$ cat src/hdl/tlptw_pkg.sv
// Package for the two-level page table walker.
// Holds memory sizing, command, descriptor and status codes, and the
// controller/datapath interface structs. No dependencies.
package tlptw_pkg;

    // Descriptor memory sizing.
    localparam int MEM_WORDS = 16384;
    localparam int MEM_AW = $clog2(MEM_WORDS);
    localparam logic [MEM_AW-1:0] MEM_LAST = MEM_AW'(MEM_WORDS - 1);
    localparam logic [31:0] MEM_LIMIT = 32'(MEM_WORDS);

    // Number of level-one entries that a section map may touch.
    localparam logic [12:0] L1_ENTRIES = 13'd4096;

    // Configuration register indexes.
    localparam logic CFG_TABLE_BASE = 1'b0;
    localparam logic CFG_PROCESS_ID = 1'b1;

    // Input commands.
    typedef enum logic [1:0] {
        CMD_WRITE     = 2'd0,
        CMD_TRANSLATE = 2'd1,
        CMD_MAP       = 2'd2
    } command_t;

    // Descriptor type codes in bits 1:0 of a table entry.
    localparam logic [1:0] DESC_FAULT   = 2'd0;
    localparam logic [1:0] L1_COARSE    = 2'd1;
    localparam logic [1:0] L1_SECTION   = 2'd2;
    localparam logic [1:0] L2_SMALL     = 2'd2;

    // Result status codes.
    typedef enum logic [2:0] {
        ST_OK      = 3'd0,
        ST_FAULT   = 3'd1,
        ST_UNSUP   = 3'd2,
        ST_WRITTEN = 3'd3,
        ST_CLIPPED = 3'd4
    } status_t;

    // Which result the datapath captures.
    typedef enum logic [2:0] {
        RES_NONE,
        RES_SECTION,
        RES_PAGE,
        RES_FAULT,
        RES_UNSUP,
        RES_WRITTEN,
        RES_MAP
    } res_sel_t;

    // Controller states.
    typedef enum logic [2:0] {
        S_CLEAR,
        S_IDLE,
        S_DISPATCH,
        S_L1_DECODE,
        S_L2_DECODE,
        S_MAP,
        S_FINISH
    } state_t;

    // Commands from the controller to the datapath.
    typedef struct packed {
        logic     load_in;
        logic     clr_we;
        logic     wr_we;
        logic     map_we;
        logic     rd_l1;
        logic     rd_l2;
        res_sel_t res_sel;
        logic     out_load;
    } ctrl_cmd_t;

    // Status from the datapath to the controller.
    typedef struct packed {
        logic       clr_last;
        logic [1:0] cmd;
        logic [1:0] desc_type;
        logic       map_done;
    } dp_stat_t;

endpackage

$ cat src/hdl/tlptw_ctrl.sv
// Controller state machine of the page table walker.
// Sequences memory clearing, word writes, table walks and section maps.
// Depends on tlptw_pkg.
module tlptw_ctrl (
    input  logic                  clk,
    input  logic                  rst_n,
    input  logic                  in_valid,
    output logic                  in_ready,
    output logic                  out_valid,
    input  logic                  out_ready,
    input  tlptw_pkg::dp_stat_t   stat,
    output tlptw_pkg::ctrl_cmd_t  ctl
);
    import tlptw_pkg::*;

    state_t state_reg;
    state_t state_next;
    logic   out_valid_reg;
    logic   out_valid_next;

    // State and output valid registers.
    always_ff @(posedge clk or negedge rst_n)
    begin
        if (!rst_n)
        begin
            state_reg     <= S_CLEAR;
            out_valid_reg <= 1'b0;
        end
        else
        begin
            state_reg     <= state_next;
            out_valid_reg <= out_valid_next;
        end
    end

    // Next state.
    always_comb
    begin
        state_next = state_reg;
        unique case (state_reg)
            S_CLEAR:
            begin
                if (stat.clr_last)
                    state_next = S_IDLE;
            end
            S_IDLE:
            begin
                if (in_valid)
                    state_next = S_DISPATCH;
            end
            S_DISPATCH:
            begin
                unique case (stat.cmd)
                    CMD_TRANSLATE: state_next = S_L1_DECODE;
                    CMD_MAP:       state_next = S_MAP;
                    default:       state_next = S_FINISH;
                endcase
            end
            S_L1_DECODE:
            begin
                if (stat.desc_type == L1_COARSE)
                    state_next = S_L2_DECODE;
                else
                    state_next = S_FINISH;
            end
            S_L2_DECODE:
            begin
                state_next = S_FINISH;
            end
            S_MAP:
            begin
                if (stat.map_done)
                    state_next = S_FINISH;
            end
            S_FINISH:
            begin
                if (!out_valid_reg || out_ready)
                    state_next = S_IDLE;
            end
            default:
            begin
                state_next = S_CLEAR;
            end
        endcase
    end

    // Datapath commands.
    always_comb
    begin
        ctl         = '0;
        ctl.res_sel = RES_NONE;
        unique case (state_reg)
            S_CLEAR:
            begin
                ctl.clr_we = 1'b1;
            end
            S_IDLE:
            begin
                ctl.load_in = in_valid;
            end
            S_DISPATCH:
            begin
                unique case (stat.cmd)
                    CMD_WRITE:
                    begin
                        ctl.wr_we   = 1'b1;
                        ctl.res_sel = RES_WRITTEN;
                    end
                    CMD_TRANSLATE:
                    begin
                        ctl.rd_l1 = 1'b1;
                    end
                    CMD_MAP:
                    begin
                        ctl.res_sel = RES_NONE;
                    end
                    default:
                    begin
                        ctl.res_sel = RES_UNSUP;
                    end
                endcase
            end
            S_L1_DECODE:
            begin
                unique case (stat.desc_type)
                    DESC_FAULT: ctl.res_sel = RES_FAULT;
                    L1_COARSE:  ctl.rd_l2   = 1'b1;
                    L1_SECTION: ctl.res_sel = RES_SECTION;
                    default:    ctl.res_sel = RES_UNSUP;
                endcase
            end
            S_L2_DECODE:
            begin
                unique case (stat.desc_type)
                    DESC_FAULT: ctl.res_sel = RES_FAULT;
                    L2_SMALL:   ctl.res_sel = RES_PAGE;
                    default:    ctl.res_sel = RES_UNSUP;
                endcase
            end
            S_MAP:
            begin
                if (stat.map_done)
                    ctl.res_sel = RES_MAP;
                else
                    ctl.map_we = 1'b1;
            end
            S_FINISH:
            begin
                ctl.out_load = !out_valid_reg || out_ready;
            end
            default:
            begin
                ctl.res_sel = RES_NONE;
            end
        endcase
    end

    // Output valid: set on a load, cleared on a transfer.
    always_comb
    begin
        if (ctl.out_load)
            out_valid_next = 1'b1;
        else if (out_ready)
            out_valid_next = 1'b0;
        else
            out_valid_next = out_valid_reg;
    end

    assign in_ready  = (state_reg == S_IDLE);
    assign out_valid = out_valid_reg;

endmodule

$ cat config.mk
export PLATFORM = sky130hd
export DESIGN_NAME = tlptw_ctrl
export DESIGN_NICKNAME = d
export VERILOG_FILES = /design/src/hdl/tlptw_pkg.sv /design/src/hdl/tlptw_ctrl.sv
export SDC_FILE = /design/constraint.sdc
export NUM_CORES = 1
export LEC_CHECK = 0
export ABC_AREA = 1
export BUFFER_PORTS_ARGS = -buffer_cell sky130_fd_sc_hd__buf_2
export CAP_MARGIN = 25
export CORE_AREA = 8 8 45 47
export CTS_BUF_LIST = sky130_fd_sc_hd__clkbuf_8 sky130_fd_sc_hd__clkbuf_16
export CTS_CLUSTER_DIAMETER = 40
export DETAILED_ROUTE_END_ITERATION = 16
export DIE_AREA = 0 0 53 55
export HOLD_SLACK_MARGIN = 0.08
export PLACE_DENSITY = 0.68
export SYNTH_ARGS = -nofsm -noshare
export SYNTH_HDL_FRONTEND = slang
export SYNTH_SLANG_ARGS = --single-unit
export TNS_END_PERCENT = 5
$ cat constraint.sdc
create_clock -name clk -period 1.3 [get_ports clk]
set_input_delay 0.325 -clock clk [delete_from_list [all_inputs] [get_ports clk]]
set_output_delay 0.325 -clock clk [all_outputs]
set_load 0.02 [all_outputs]
==> results.json <==
{
  "outcome": "finished with violations",
  "violations": "negative setup slack",
  "worstMarginPinSlew_ps": 229,
  "drive_gt1_share_pct": 58.8,
  "grt_use_total_pct": 10.4,
  "cts_made_buffers": 3,
  "nFillCells": 104,
  "syn_area_um2": 500,
  "final_nets": 135,
  "gp_congestion": 0.869,
  "post-place-cells": 131,
  "syn_avg_cell_area_um2": 6.26,
  "hold_path_class": "in2reg",
  "synth_warnings": 0,
  "slew_viol_final": 0,
  "portBuffers": 21,
  "clockBufferDepth": 2,
  "wl_per_cell_um": 11.1,
  "cp-end-kind": "primary output",
  "num_vias": 618,
  "finalSetupViolations": 11,
  "io_pins": 22,
  "r2r_start": "state_reg[0]",
  "startpoint": "state_reg[1]",
  "drcViolationCount": 0,
  "synth_seq_cells": 4,
  "stdcell_count": 135,
  "die_area_um2": 2920,
  "core_um2": 1380,
  "required_ps": 980,
  "clk_pin_slew_ps": 30,
  "clock.fmax_mhz": 627,
  "total_power_mw": 1.99,
  "yosysSeqAreaShare_pct": 20.0,
  "worstSetupPathType": "reg2out",
  "powerDensity_nw_per_um2": 2130,
  "r2r_end": "state_reg[0]",
  "synthToLayoutAreaGrowth_pct": 87.0,
  "overflow": 0,
  "r2r_cells": 6,
  "die_width_um": 53,
  "cts_tree": "built",
  "skew_ps": 1.90,
  "rsz0062_at_grt": "true",
  "drv_cap": 0,
  "ys_types": 18,
  "dp_slack_ps": -168,
  "crit_end": "ctl[3]",
  "grt_pass1_wl_um": 2420,
  "place_hpwl_um": 1140,
  "drt-total-wl_um": 1500,
  "num_rows": 14,
  "syn_nets": 94,
  "fin_crit_ps": 1590,
  "drtIter0Drc": 9,
  "grt_max_degree": 7,
  "start_util_pct": 36.2,
  "clkSinkCount": 4,
  "slew_headroom_pct": 84.8,
  "hold-worst-slack_ps": 420,
  "postLayoutCellArea_um2": 936,
  "antennaDiodeCount": 0,
  "cp_max_fo": 6,
  "netlist_instances": 80,
  "r2r_slack_ps": 80,
  "cts_max_level": 1,
  "setup_ws_ps": -294,
  "timing.final.crit_share_pct": 123,
  "clock_latency_ps": 210,
  "post_cts_buffers": 0,
  "antenna_found_initial": 0,
  "die_h_um": 55,
  "placed_cell_area_um2": 767,
  "ir_worst_vdd_mv": 1.09,
  "root_buffer": "clkbuf_8",
  "total_leakage_power_nw": 0.501,
  "start_kind": "flop",
  "grt_pass1_vias": 616,
  "antenna_left": 0,
  "worstPathArrival_ps": 1270,
  "vias_per_cell": 4.58,
  "whs_path_depth": 4,
  "largest_reg_flops": 3,
  "finalHoldViolCount": 0,
  "first_pass_iters": 4
}
==> Yosys cell counts (all sizes together) <==
cell type / number / area (um^2)
o21ai: 4 / 20.0
nor2: 17 / 78.8
o221ai: 1 / 8.76
inv: 19 / 71.3
a21oi: 2 / 10.0
buf: 3 / 30.0
a21boi: 1 / 7.51
nand4: 1 / 6.26
nand2: 14 / 52.6
dfrtp: 4 / 100
nand3: 10 / 65.1
ha: 4 / 50.1
==> area by class of cell <==
cell class	instances	area, um^2	area share, %
well taps	16	20.0	2.14
flip-flops and latches	4	104	11.1
multi-input cells	54	380	40.6
inverters	19	78.8	8.42
repair buffers	39	312	33.3
clock buffers	3	41.3	4.41
==> logic make-up (layout without fill, tap and decap cells) <==
family          after synthesis  count (layout)  share of synthesized area (%)
compound gates                8               8                           9.25
simple gates                 42              42                           40.5
flops                         4               4                           20.0
buf+inv                      22              61                           20.3
fa+ha+maj                     4               4                           10.0
==> worst max-delay path: stages, from the launching register on <==
cell     delay [ps]
dfrtp_2         480
nor2_4          120
nand2_2          90
o21ai_1         100
nand2_1          80
nand3_2          70
buf_6           120
==> how the worst min path moves through the flow <==
stage	from	to
after detailed placement	rst_n	out_valid
after CTS	out_ready	out_valid
final	out_ready	out_valid
after global placement	rst_n	out_valid
after global routing	rst_n	out_valid
after floorplan	rst_n	out_valid
==> routing by layer <==
layer,vias to the layer above,GRT usage [%],wire [um]
met5,-,0,0
met4,0,2.59,8
met3,2,1.87,66
met2,16,19.5,807
met1,279,11.8,613
li1,321,-,-
==> stage by stage <==
stage | util (%) | setup TNS (ps)
2_1_floorplan | - | -77.7
3_3_place_gp | 55.4 | -446
3_5_place_dp | 55.4 | -518
4_1_cts | 64.8 | -1990
5_1_grt | 67.6 | -2610
6_report | 67.6 | -2070
==> cells in the final DEF, fill, tap and decap left out <==
cell and instances:
buf_4 17, inv_1 15, nand2_1 12, buf_6 11, buf_2 10, nor2_2 7
nor2_1 6, nand3_2 4, nor2_4 4, nand3_1 4, ha_1 4, clkbuf_8 3
dfrtp_2 3, inv_2 2, nand3_4 2, nand2_2 2, o21ai_1 2, clkinv_4 1
inv_4 1, a21oi_2 1, o21ai_2 1, nand4_1 1, o221ai_2 1, o21ai_0 1
a21oi_1 1, a21boi_1 1, dlygate4sd3_1 1, dfrtp_1 1
==> where the power goes <==
part           switching, mW  internal (mW)  leakage, nW
Sequential             0.127          0.198       0.0468
Combinational          0.747          0.663        0.433
Clock                 0.0581          0.197       0.0216
==> repair_timing <==
| action | CTS | global route |
|---|---|---|
| gates resized for setup | 28 | 12 |
| hold buffers | 1 | 0 |
| pin swaps | 3 | 1 |
| endpoints found under the hold margin | 4 | 0 |
| endpoints found under the setup margin | 11 | 11 |
Power figures use the tool's default switching activity.
